==> config.mk <==
export PLATFORM = sky130hd
export DESIGN_NAME = even_port_allocator
export DESIGN_NICKNAME = d
export VERILOG_FILES = /design/src/rtl/core/epa_pkg.sv /design/src/rtl/core/epa_ram.sv /design/src/rtl/core/epa_div.sv /design/src/rtl/core/even_port_allocator.sv
export VERILOG_INCLUDE_DIRS = /design/src /design/src/rtl/core
export SDC_FILE = /design/constraint.sdc
export NUM_CORES = 2
export LEC_CHECK = 0
export BUFFER_PORTS_ARGS = -buffer_cell sky130_fd_sc_hd__buf_2
export CAP_MARGIN = 20
export CORE_MARGIN = 4
export CORE_UTILIZATION = 61
export DETAILED_ROUTE_END_ITERATION = 8
export HOLD_SLACK_MARGIN = 0.06
export PLACE_DENSITY = 0.78
export SYNTH_ARGS = -nofsm -noshare
export SYNTH_HDL_FRONTEND = slang
export SYNTH_SLANG_ARGS = --single-unit
==> constraint.sdc <==
create_clock -name aclk -period 13.3 [get_ports aclk]
set_clock_uncertainty 0.15 [all_clocks]
set_input_delay 0.665 -clock aclk [delete_from_list [all_inputs] [get_ports aclk]]
set_output_delay 0.665 -clock aclk [all_outputs]
set_load 0.03 [all_outputs]
==> src/rtl/core/assert_macros.svh <==
// Assertion macros shared by the allocator RTL.
`ifndef ASSERT_MACROS_SVH
`define ASSERT_MACROS_SVH

// Same-cycle implication, disabled while in reset.
`define EPA_ASSERT_IMP(lbl, clk, rstn, ante, cons) \
    lbl: assert property (@(posedge clk) disable iff (!(rstn)) (ante) |-> (cons)) \
        else $error("%m: implication check failed");

// Next-cycle implication, disabled while in reset.
`define EPA_ASSERT_NXT(lbl, clk, rstn, ante, cons) \
    lbl: assert property (@(posedge clk) disable iff (!(rstn)) (ante) |=> (cons)) \
        else $error("%m: next-cycle check failed");

`endif

==> src/rtl/core/epa_pkg.sv <==
// Types and constants of the even port allocator.
`timescale 1ns / 1ps
`default_nettype none

package epa_pkg;

    localparam int PORT_W = 16;
    localparam int RND_W  = 32;
    localparam int IN_DATA_W  = 80;
    localparam int OUT_DATA_W = 24;

    localparam logic KIND_ACQUIRE = 1'b0;
    localparam logic KIND_RELEASE = 1'b1;

    typedef enum logic [1:0] {
        ST_OK        = 2'd0,
        ST_NO_FREE   = 2'd1,
        ST_FULL      = 2'd2,
        ST_NOT_FOUND = 2'd3
    } status_t;

    typedef enum logic [2:0] {
        S_CLEAR,
        S_IDLE,
        S_DIV,
        S_SCAN,
        S_RESULT
    } state_t;

    typedef struct packed {
        logic hit;
        logic last;
        logic wrap_end;
    } scan_ev_t;

endpackage

`default_nettype wire

==> src/rtl/core/epa_ram.sv <==
// Generic simple dual-port RAM with registered read.
`timescale 1ns / 1ps
`default_nettype none

module epa_ram #(
    parameter int WIDTH = 17,
    parameter int DEPTH = 64,
    parameter int ADDR_W = (DEPTH > 1) ? $clog2(DEPTH) : 1
) (
    input  wire logic              aclk,
    input  wire logic              we,
    input  wire logic [ADDR_W-1:0] waddr,
    input  wire logic [WIDTH-1:0]  wdata,
    input  wire logic [ADDR_W-1:0] raddr,
    output logic      [WIDTH-1:0]  rdata
);

    logic [WIDTH-1:0] mem [0:DEPTH-1];

    always_ff @(posedge aclk) begin
        if (we) begin
            mem[waddr] <= wdata;
        end
        rdata <= mem[raddr];
    end

endmodule

`default_nettype wire

==> src/rtl/core/epa_div.sv <==
// Bit-serial remainder unit: 32-bit dividend modulo 16-bit divisor.
`timescale 1ns / 1ps
`default_nettype none

module epa_div (
    input  wire logic                      aclk,
    input  wire logic                      aresetn,
    input  wire logic                      start,
    input  wire logic [epa_pkg::RND_W-1:0] dividend,
    input  wire logic [epa_pkg::PORT_W-1:0] divisor,
    output logic                           done,
    output logic [epa_pkg::PORT_W-1:0]     remainder
);
    import epa_pkg::*;

    localparam int CNT_W = $clog2(RND_W);

    logic              busy_reg, busy_next;
    logic              done_reg, done_next;
    logic [CNT_W-1:0]  cnt_reg, cnt_next;
    logic [RND_W-1:0]  dvd_reg, dvd_next;
    logic [PORT_W-1:0] dsr_reg, dsr_next;
    logic [PORT_W-1:0] rem_reg, rem_next;
    logic [PORT_W:0]   trial;
    logic [PORT_W:0]   diff;

    always_comb begin
        trial     = {rem_reg, dvd_reg[RND_W-1]};
        diff      = trial - {1'b0, dsr_reg};
        busy_next = busy_reg;
        done_next = 1'b0;
        cnt_next  = cnt_reg;
        dvd_next  = dvd_reg;
        dsr_next  = dsr_reg;
        rem_next  = rem_reg;
        if (start) begin
            busy_next = 1'b1;
            cnt_next  = '0;
            dvd_next  = dividend;
            dsr_next  = divisor;
            rem_next  = '0;
        end else if (busy_reg) begin
            rem_next = (trial >= {1'b0, dsr_reg}) ? diff[PORT_W-1:0] : trial[PORT_W-1:0];
            dvd_next = {dvd_reg[RND_W-2:0], 1'b0};
            cnt_next = cnt_reg + 1'b1;
            if (cnt_reg == CNT_W'(RND_W - 1)) begin
                busy_next = 1'b0;
                done_next = 1'b1;
            end
        end
    end

    always_ff @(posedge aclk) begin
        if (!aresetn) begin
            busy_reg <= 1'b0;
            done_reg <= 1'b0;
            cnt_reg  <= '0;
        end else begin
            busy_reg <= busy_next;
            done_reg <= done_next;
            cnt_reg  <= cnt_next;
        end
        dvd_reg <= dvd_next;
        dsr_reg <= dsr_next;
        rem_reg <= rem_next;
    end

    assign done      = done_reg;
    assign remainder = rem_reg;

endmodule

`default_nettype wire

==> src/rtl/core/even_port_allocator.sv <==
// Top level of the even port allocator: sequencer, table scan and output register.
//
// Usage: s_tvalid/s_tready/s_tdata/s_tuser carry one request; s_tuser is the
// kind (0 acquire, 1 release). m_tvalid/m_tready/m_tdata return one result
// per request: chosen port and status.
// After reset the table is cleared by a pass over all PORT_SLOTS slots;
// s_tready stays low until it ends. One request is worked on at a time, and
// s_tready is high only while the block is idle.
// An acquire over a range first runs the bit-serial remainder unit, then each
// probe of a candidate port scans the table through the RAM read port, one
// slot per cycle, with about PORT_SLOTS + 1 probes at most. A one-port
// acquire or a release is one scan.
// A result waits in the output register while m_tready is low; the next
// request is taken meanwhile, and its result holds until the register frees.
`timescale 1ns / 1ps
`default_nettype none
`include "assert_macros.svh"

module even_port_allocator #(
    parameter int PORT_SLOTS = 64
) (
    input  wire logic                          aclk,
    input  wire logic                          aresetn,
    input  wire logic                          s_tvalid,
    output logic                               s_tready,
    // range_start[15:0], range_end[31:16], random_value[63:32], release_port[79:64]
    input  wire logic [epa_pkg::IN_DATA_W-1:0] s_tdata,
    // kind[0]
    input  wire logic                          s_tuser,
    output logic                               m_tvalid,
    input  wire logic                          m_tready,
    // chosen_port[15:0], status[17:16], zero[23:18]
    output logic [epa_pkg::OUT_DATA_W-1:0]     m_tdata
);
    import epa_pkg::*;

    localparam int SLOT_W = (PORT_SLOTS > 1) ? $clog2(PORT_SLOTS) : 1;
    localparam int ENT_W  = PORT_W + 1;

    state_t state_reg, state_next;

    logic [PORT_W-1:0] in_start, in_end, in_rel;
    logic [RND_W-1:0]  in_rnd;
    logic              s_fire;

    logic              kind_reg, kind_next;
    logic              onep_reg, onep_next;
    logic [PORT_W-1:0] lo_reg, lo_next;
    logic [PORT_W-1:0] hi_reg, hi_next;
    logic [PORT_W-1:0] key_reg, key_next;
    logic [PORT_W-1:0] first_reg, first_next;
    logic [PORT_W-1:0] wrap_reg, wrap_next;
    logic [SLOT_W:0]   cnt_reg, cnt_next;
    logic              pend_reg, pend_next;
    logic [SLOT_W-1:0] pidx_reg, pidx_next;
    logic              ffound_reg, ffound_next;
    logic [SLOT_W-1:0] fidx_reg, fidx_next;
    logic [PORT_W-1:0] res_port_reg, res_port_next;
    status_t           res_st_reg, res_st_next;
    logic              m_valid_reg, m_valid_next;
    logic [PORT_W-1:0] m_port_reg, m_port_next;
    status_t           m_st_reg, m_st_next;

    logic              div_start, div_done;
    logic [PORT_W-1:0] div_rem;
    logic [PORT_W-1:0] first_sum, first_even;

    logic              ram_we;
    logic [SLOT_W-1:0] ram_waddr, ram_raddr;
    logic [ENT_W-1:0]  ram_wdata, ram_rdata;

    logic              ent_valid;
    logic [PORT_W-1:0] ent_port;
    logic [PORT_W:0]   step_sum;
    logic [PORT_W-1:0] probe_next;
    logic              free_avail;
    logic [SLOT_W-1:0] free_slot;
    logic              issue;
    logic              load_out;
    scan_ev_t          ev;

    assign in_start = s_tdata[15:0];
    assign in_end   = s_tdata[31:16];
    assign in_rnd   = s_tdata[63:32];
    assign in_rel   = s_tdata[79:64];
    assign s_fire   = s_tvalid && s_tready;

    epa_div u_div (
        .aclk      (aclk),
        .aresetn   (aresetn),
        .start     (div_start),
        .dividend  (in_rnd),
        .divisor   (hi_next - lo_next),
        .done      (div_done),
        .remainder (div_rem)
    );

    epa_ram #(
        .WIDTH (ENT_W),
        .DEPTH (PORT_SLOTS)
    ) u_table (
        .aclk  (aclk),
        .we    (ram_we),
        .waddr (ram_waddr),
        .wdata (ram_wdata),
        .raddr (ram_raddr),
        .rdata (ram_rdata)
    );

    assign ent_valid  = ram_rdata[PORT_W];
    assign ent_port   = ram_rdata[PORT_W-1:0];
    assign first_sum  = lo_reg + div_rem;
    assign first_even = first_sum + {{(PORT_W-1){1'b0}}, first_sum[0]};
    assign step_sum   = {1'b0, key_reg} + (PORT_W+1)'(2);
    assign probe_next = (step_sum > {1'b0, hi_reg}) ? wrap_reg : step_sum[PORT_W-1:0];
    assign free_avail = ffound_reg || (pend_reg && !ent_valid);
    assign free_slot  = ffound_reg ? fidx_reg : pidx_reg;
    assign issue      = cnt_reg < (SLOT_W+1)'(PORT_SLOTS);
    assign load_out   = (state_reg == S_RESULT) && (!m_valid_reg || m_tready);

    always_comb begin
        ev.hit      = pend_reg && ent_valid && (ent_port == key_reg) && !onep_reg;
        ev.last     = pend_reg && (pidx_reg == SLOT_W'(PORT_SLOTS - 1));
        ev.wrap_end = probe_next == first_reg;
    end

    always_comb begin
        state_next = state_reg;
        case (state_reg)
            S_CLEAR: begin
                if (cnt_reg == (SLOT_W+1)'(PORT_SLOTS - 1)) begin
                    state_next = S_IDLE;
                end
            end
            S_IDLE: begin
                if (s_fire) begin
                    if (s_tuser == KIND_ACQUIRE && in_start != in_end) begin
                        state_next = S_DIV;
                    end else begin
                        state_next = S_SCAN;
                    end
                end
            end
            S_DIV: begin
                if (div_done) begin
                    state_next = S_SCAN;
                end
            end
            S_SCAN: begin
                if (ev.hit) begin
                    if (kind_reg == KIND_RELEASE || ev.wrap_end) begin
                        state_next = S_RESULT;
                    end
                end else if (ev.last) begin
                    state_next = S_RESULT;
                end
            end
            S_RESULT: begin
                if (load_out) begin
                    state_next = S_IDLE;
                end
            end
            default: state_next = S_IDLE;
        endcase
    end

    always_comb begin
        kind_next     = kind_reg;
        onep_next     = onep_reg;
        lo_next       = lo_reg;
        hi_next       = hi_reg;
        key_next      = key_reg;
        first_next    = first_reg;
        wrap_next     = wrap_reg;
        cnt_next      = cnt_reg;
        pend_next     = 1'b0;
        pidx_next     = pidx_reg;
        ffound_next   = ffound_reg;
        fidx_next     = fidx_reg;
        res_port_next = res_port_reg;
        res_st_next   = res_st_reg;
        m_valid_next  = m_valid_reg && !m_tready;
        m_port_next   = m_port_reg;
        m_st_next     = m_st_reg;
        div_start     = 1'b0;
        ram_we        = 1'b0;
        ram_waddr     = cnt_reg[SLOT_W-1:0];
        ram_wdata     = '0;
        ram_raddr     = cnt_reg[SLOT_W-1:0];
        s_tready      = 1'b0;
        case (state_reg)
            S_CLEAR: begin
                ram_we   = 1'b1;
                cnt_next = cnt_reg + 1'b1;
            end
            S_IDLE: begin
                s_tready    = 1'b1;
                cnt_next    = '0;
                ffound_next = 1'b0;
                if (s_fire) begin
                    kind_next = s_tuser;
                    if (in_start > in_end) begin
                        lo_next = in_end;
                        hi_next = in_start;
                    end else begin
                        lo_next = in_start;
                        hi_next = in_end;
                    end
                    onep_next = (s_tuser == KIND_ACQUIRE) && (in_start == in_end);
                    key_next  = (s_tuser == KIND_RELEASE) ? in_rel : in_start;
                    div_start = (s_tuser == KIND_ACQUIRE) && (in_start != in_end);
                end
            end
            S_DIV: begin
                if (div_done) begin
                    key_next   = first_even;
                    first_next = first_even;
                    wrap_next  = lo_reg + {{(PORT_W-1){1'b0}}, lo_reg[0]};
                end
            end
            S_SCAN: begin
                if (pend_reg && !ent_valid && !ffound_reg) begin
                    ffound_next = 1'b1;
                    fidx_next   = pidx_reg;
                end
                if (issue) begin
                    pend_next = 1'b1;
                    pidx_next = cnt_reg[SLOT_W-1:0];
                    cnt_next  = cnt_reg + 1'b1;
                end
                if (ev.hit) begin
                    pend_next = 1'b0;
                    cnt_next  = '0;
                    if (kind_reg == KIND_RELEASE) begin
                        ram_we        = 1'b1;
                        ram_waddr     = pidx_reg;
                        ram_wdata     = '0;
                        res_port_next = key_reg;
                        res_st_next   = ST_OK;
                    end else if (ev.wrap_end) begin
                        res_port_next = '0;
                        res_st_next   = ST_NO_FREE;
                    end else begin
                        key_next = probe_next;
                    end
                end else if (ev.last) begin
                    if (kind_reg == KIND_RELEASE) begin
                        res_port_next = key_reg;
                        res_st_next   = ST_NOT_FOUND;
                    end else if (key_reg == '0 && !onep_reg) begin
                        res_port_next = '0;
                        res_st_next   = ST_OK;
                    end else if (free_avail) begin
                        ram_we        = 1'b1;
                        ram_waddr     = free_slot;
                        ram_wdata     = {1'b1, key_reg};
                        res_port_next = key_reg;
                        res_st_next   = ST_OK;
                    end else begin
                        res_port_next = '0;
                        res_st_next   = ST_FULL;
                    end
                end
            end
            S_RESULT: begin
                if (load_out) begin
                    m_valid_next = 1'b1;
                    m_port_next  = res_port_reg;
                    m_st_next    = res_st_reg;
                end
            end
            default: begin
            end
        endcase
    end

    always_ff @(posedge aclk) begin
        if (!aresetn) begin
            state_reg   <= S_CLEAR;
            cnt_reg     <= '0;
            pend_reg    <= 1'b0;
            ffound_reg  <= 1'b0;
            m_valid_reg <= 1'b0;
        end else begin
            state_reg   <= state_next;
            cnt_reg     <= cnt_next;
            pend_reg    <= pend_next;
            ffound_reg  <= ffound_next;
            m_valid_reg <= m_valid_next;
        end
        kind_reg     <= kind_next;
        onep_reg     <= onep_next;
        lo_reg       <= lo_next;
        hi_reg       <= hi_next;
        key_reg      <= key_next;
        first_reg    <= first_next;
        wrap_reg     <= wrap_next;
        pidx_reg     <= pidx_next;
        fidx_reg     <= fidx_next;
        res_port_reg <= res_port_next;
        res_st_reg   <= res_st_next;
        m_port_reg   <= m_port_next;
        m_st_reg     <= m_st_next;
    end

    assign m_tvalid = m_valid_reg;
    assign m_tdata  = {{(OUT_DATA_W-PORT_W-2){1'b0}}, m_st_reg, m_port_reg};

    `EPA_ASSERT_IMP(a_fail_port_zero, aclk, aresetn,
        m_valid_reg && (m_st_reg == ST_NO_FREE || m_st_reg == ST_FULL), m_port_reg == '0)
    `EPA_ASSERT_NXT(a_scan_write_ends, aclk, aresetn,
        ram_we && state_reg == S_SCAN, state_reg == S_RESULT)
    `EPA_ASSERT_IMP(a_div_done_in_div, aclk, aresetn, div_done, state_reg == S_DIV)
    `EPA_ASSERT_NXT(a_accept_leaves_idle, aclk, aresetn, s_fire, !s_tready)

endmodule

`default_nettype wire
# Yosys cells after proc, flatten, opt, wreduce, memory -nomap -nowiden
# Memories as Yosys holds them, arrays and structs flattened. A register that Yosys moved wholly into a read port is not among the register bits.
# Cells that the tools add are included.
# op_classes
reduce_logical	40
n_mux	78
n_lt_le_gt_ge	4
n_bitwise	4
eq_ne	23
add_sub_neg	8
# ops
operator	n
$mux 16	21
$mux 17	6
$mux 32	2
$eq 16x16->1	3
$mux 6	8
$pmux 16 s3	1
$add 16x1->16	2
$sub 16x16->16	2
$mux 3	7
$pmux 7 s3	1
$mux 1	20
$add 16x2->17 const B	1
$ge 17x16->1	1
$gt 17x16->1	1
$add 16x16->16	1
$gt 16x16->1	1
$logic_not 16->1	1
$ne 16x16->1	1
$pmux 3 s5	1
$mux 2	7
$mux 7	2
$ne 2x2->1 const B	7
$reduce_and 2->1	7
$logic_and 1x1->1	12
22 further kinds	41
# totals
input_bits	85
elab_cells	182
out_inout_bits	26
ff_bits	214
ram_bits	1088
n_memories	1
# mem_list
memory	depth	width	rd	rd_ports_with_merged_regs	wr	line_no	rtl
u_table.mem	64	17	1	1	1	epa_ram.sv:18	logic [WIDTH-1:0] mem [0:DEPTH-1];

# Longest topological paths before layout
# logic_depth
word_depth	11
depth_mapped	26
mapped_depth_nobuf	24

# By module
# Synthesis repeated with hierarchy kept, for this count alone.
# hier_totals
cells_unflattened	3265
hier_area_um2	56160.1
# modules_own_cells
module	cells_per_inst	instances	area_per_inst_um2	seq_area_each_um2
epa_ram	1832	1	42074.1	33011.7
even_port_allocator	1107	1	10293.6	3783.6
epa_div	326	1	3792.4	1901.8

# Least setup slack after synthesis
# OpenSTA, ideal clock, no wires.
# synth_path
path_type	in2reg
from	in s_tdata[17] (netlist name)
to	reg u_div.dsr_reg[14] (data pin)
stages	26
arrival_ps	5275
t_required_ps	12992
setup_slack_ps	7717
path_buffers	2
setup_ps	158
cell_sequence	inv_1 ha_1 nor2b_1 o21a_1 o21a_1 o21a_1 o21a_1 o211ai_1 a21oi_1 o21bai_1 clkbuf_1 buf_2 mux2i_1 a21o_1 ha_1 fa_1 nor2b_1 o21ai_0 a21boi_0 o21ai_0 a21boi_0 o21ai_0 a21oi_1 o41ai_1 or4b_2 o211ai_1
# synth_between
elab_chain_len	5
elab_cells_between_ends	8
classes_between	1 x add/sub; 1 x order compare; 6 x mux
# synth_lines
element	line_no	rtl
start: declaration	even_port_allocator.sv:27	input wire logic [epa_pkg::IN_DATA_W-1:0] s_tdata,
$gt 16x16->1	even_port_allocator.sv:202	if (in_start > in_end) begin
$mux 16	even_port_allocator.sv:202	
$mux 16	even_port_allocator.sv:200	if (s_fire) begin
$mux 16	even_port_allocator.sv:191	case (state_reg)
$sub 16x16->16 (*)	even_port_allocator.sv:93	.divisor (hi_next - lo_next),
via u_div.divisor, one bit	epa_div.sv:10	input wire logic [epa_pkg::PORT_W-1:0] divisor,
end signal: assignment	epa_div.sv:64	dsr_reg <= dsr_next;
end: declaration	epa_div.sv:22	logic [PORT_W-1:0] dsr_reg, dsr_next;
# Mark *: on every way through the listed nets, which the timed path passes. The rest lies on a longest branch.
# A chain may end at the register's enable or synchronous reset.

# Final worst setup path
# layout_path
from	in s_tdata[1] (netlist name)
to	reg u_div.dsr_reg[14] (data pin)
# Same word-level chain as after synthesis.

==> flow_summary.ini <==
[synth]
synth.yosys.seq_area_share = 0.700
synth_flop_cell = sky130_fd_sc_hd__edfxtp_1
synth_top_cells_by_count = 1232 x sky130_fd_sc_hd__edfxtp_1, 357 x sky130_fd_sc_hd__mux4_2, 190 x sky130_fd_sc_hd__nand2_1
synth_edf_count = 1232
synth_seq_cells = 1317
post-synth-top-count-cell = sky130_fd_sc_hd__edfxtp_1
syn-instance-count = 3047
netlist_top_cells_area = sky130_fd_sc_hd__edfxtp_1 67%, sky130_fd_sc_hd__mux4_2 15%, sky130_fd_sc_hd__dfxtp_1 3.1%
mappedNetlistArea_um2 = 55300
synth.lib_cells_used.distinct = 82
netlist.top_cell.by_area = sky130_fd_sc_hd__edfxtp_1
share_of_synthesized_flip_flops_with_an_asynchronous_set_or_reset = 0
yosysTopAreaCellShare = 0.670
synth.yosys.warnings = 0
syn_area_per_cell_um2 = 18.1

[setup_path]
worstPathArrival_ns = 6.21
slowest_stage = sky130_fd_sc_hd__or4b_2
regToRegEndpoint = key_reg[10]
reg2reg_depth = 14
cp_common_cell = sky130_fd_sc_hd__o21a_1
r2r_start = key_reg[1]
critical_path_class = primary input to flop
rrSetupSlack_ns = 7.71
critPathMaxStageDelay_ns = 0.63
type_of_element_capturing_the_critical_path = flop
critical_path_peak_fanout = 18
critPathLaunchType = primary input
timing.critical_path.max_delay_family = compound AO/OA/AOI/OAI gates
critPathBufInv = 2
required_ns = 13.71
path_depth = 25

[timing]
period_utilization_post_route = 0.436
hold_ws_ns = 0.103
timing.fmax_mhz = 172
max_slew.worst_pin.slew_ns = 1.17
final-hold-violation-count = 0
grt_setup_unrepaired = false
period_needed_ns = 5.80
totalNegativeSetupSlack_ns = 0
relSlewSlack = 0.220
finalSetupViolations = 0
finalMaxSlewViolations = 0

[placed_design]
dpl_cell_area_um2 = 57400
gp_routability_congestion = 0.884
place_hpwl_um = 84800
port-buffer-count = 104

[floorplan]
die_y_um = 309
std_cell_rows = 110
floorplan.die_area_um2 = 95500
die_w_um = 309
io-pin-count = 111
floorplan.initialDensity = 0.615
design.core.area_um2 = 89900

[layout]
final_core_utilization = 0.691
area_taken_by_multi_input_logic_gates_um2 = 15700
final_cell_area_um2 = 62100
seq_area_um2 = 38700
flow.area_growth_from_synthesis_pct = 12.5
largest_reg_flops = 1088
drive_gt1_frac = 0.237
layout.filler_cells = 5397
design.final.nets = 3448

[min_path]
worst_hold_path_type = primary input to flop
min_delay_path_depth = 3
hp-start = s_tdata[42]
worst_hold_endpoint = u_div.dvd_reg[10]

[global_route]
grt_max_degree = 153
grt_overflow = 0
antenna_found_initial = 19
globalRouteTotalUtil = 0.305
number_of_global_route_vias_before_repair = 30426
grt_first_pass_wirelength_um = 208000

[route]
drt_pre_antenna_iters = 6
drt_via_density = 6.73
routed_wl_um = 145000
wl_per_cell_um = 31.7
detailroute.via_count = 30713
ant_nets = 0
drc = 0
drt_iter0_drc = 4357

[clocking]
insertion_delay_ns = 0.74
cts_num_sinks = 1317
numCtsBuffers = 134
clock_tree.htree_level_count = 4
clock_path_buffers = 3
postCtsSetupRepairBufs = 0
cts_tree = built
cts_root_buf = sky130_fd_sc_hd__clkbuf_16
clk_transition_reported_paths_ns = 0.06

[power]
net-switching-power_mw = 3.19
p_per_area_nw_per_um2 = 175
clockPowerShare = 0.323
intPower_mw = 7.71
combinationalPowerShare = 0.221
seq_power_share = 0.456
p_leak_nw = 18.0
switching_share = 0.293
ir_worst_vdd_uv = 137

[outcome]
status = complete, no violations

[job]
maxCapViolations = 0
-- routing by layer --
metal / wire length (um) / global-route usage / up-vias / share of wire
li1: - / - / 12626 / -
met1: 54300 / 0.427 / 15616 / 0.38
met2: 68800 / 0.477 / 2109 / 0.48
met3: 16000 / 0.0739 / 354 / 0.11
met4: 5450 / 0.112 / 8 / 0.038
met5: 66 / 0 / - / 0.00046
-- logic make-up (layout without fill, tap and decap cells) --
| family | Yosys count | count (layout) | share of synthesized area |
|---|---|---|---|
| compound gates | 270 | 270 | 0.0325 |
| other cells | 1 | 13 | 0.0000679 |
| fa+ha+maj | 87 | 87 | 0.0201 |
| mux | 438 | 438 | 0.160 |
| buf+inv | 225 | 551 | 0.0163 |
| xor+xnor | 131 | 131 | 0.0220 |
| simple gates | 578 | 578 | 0.0484 |
| flops | 1317 | 1317 | 0.700 |
-- layout by cell type (no fill, tap or decap), types with 17 or more instances in the layout --
cell type                       instances
sky130_fd_sc_hd__ha_1                  84
sky130_fd_sc_hd__dlygate4sd3_1         26
sky130_fd_sc_hd__buf_12                18
sky130_fd_sc_hd__xor2_1                51
sky130_fd_sc_hd__nor2_1               178
sky130_fd_sc_hd__a21o_1                36
sky130_fd_sc_hd__clkinv_1              32
sky130_fd_sc_hd__nor2b_1               29
sky130_fd_sc_hd__dfxtp_1               81
sky130_fd_sc_hd__nand2_1              190
sky130_fd_sc_hd__a21oi_1               89
sky130_fd_sc_hd__clkbuf_1              32
sky130_fd_sc_hd__mux2i_1               76
sky130_fd_sc_hd__nand3_1               29
sky130_fd_sc_hd__buf_4                 83
sky130_fd_sc_hd__nand4_1               27
sky130_fd_sc_hd__inv_1                 78
sky130_fd_sc_hd__xnor2_1               75
sky130_fd_sc_hd__buf_2                104
sky130_fd_sc_hd__mux4_2               357
sky130_fd_sc_hd__clkbuf_16            136
sky130_fd_sc_hd__edfxtp_1            1232
sky130_fd_sc_hd__o21ai_0               44
sky130_fd_sc_hd__nor3_1                35
sky130_fd_sc_hd__and2_2                17
-- power groups by stage --
stage | logic (mW) | registers (mW) | clock network (mW)
after floorplan | 1.78 | 4.90 | 0
after global placement | 2.30 | 5.04 | 0
after detailed placement | 2.33 | 5.06 | 0
after CTS | 2.37 | 4.97 | 3.55
after global routing | 2.60 | 4.99 | 3.75
final | 2.41 | 4.98 | 3.52
-- cell type report --
class	count	share of cell area
inverters	78	0.00471
diodes	7	0.000282
clock buffers	170	0.0572
clock inverters	68	0.00812
flip-flops and latches	1317	0.623
well taps	1176	0.0237
repair buffers	235	0.0299
multi-input cells	1510	0.253
-- per-stage QoR --
step / power [mW] / setup WS (ns) / cells
2_1_floorplan: 6.68 / 7.72 / 3052
5_1_grt: 11.3 / 7.06 / 4558
4_1_cts: 10.9 / 7.34 / 4535
6_report: 10.9 / 7.50 / 4561
3_5_place_dp: 7.39 / 6.56 / 4271
3_3_place_gp: 7.34 / 6.68 / 4270
-- worst max path at each step --
stage / endpoint / from
after detailed placement: u_div.dsr_reg[14] / s_tdata[1]
after global routing: u_div.dsr_reg[14] / s_tdata[17]
after floorplan: u_div.dsr_reg[14] / s_tdata[17]
after CTS: u_div.dsr_reg[14] / s_tdata[1]
final: u_div.dsr_reg[14] / s_tdata[1]
after global placement: u_div.dsr_reg[14] / s_tdata[1]
-- worst reg2reg max path, stage by stage (launching register included) --
cell	delay, ns
sky130_fd_sc_hd__edfxtp_1	0.72
sky130_fd_sc_hd__ha_1	0.41
sky130_fd_sc_hd__and3_1	0.25
sky130_fd_sc_hd__and3_1	0.23
sky130_fd_sc_hd__xor2_1	0.37
sky130_fd_sc_hd__ha_1	0.21
sky130_fd_sc_hd__nand2_1	0.07
sky130_fd_sc_hd__nor3_1	0.44
sky130_fd_sc_hd__a32oi_1	0.20
sky130_fd_sc_hd__a21o_1	0.24
sky130_fd_sc_hd__a31oi_4	0.58
sky130_fd_sc_hd__mux2i_1	0.29
sky130_fd_sc_hd__o221ai_2	0.37
sky130_fd_sc_hd__nand4_1	0.14
sky130_fd_sc_hd__nand2_1	0.55
-- repair_timing --
item	4_1_cts	5_1_grt
gates resized for setup	0	0
hold buffers	26	0
hold endpoints to repair	26	0
No activity file was read; power rests on OpenSTA's default activity.
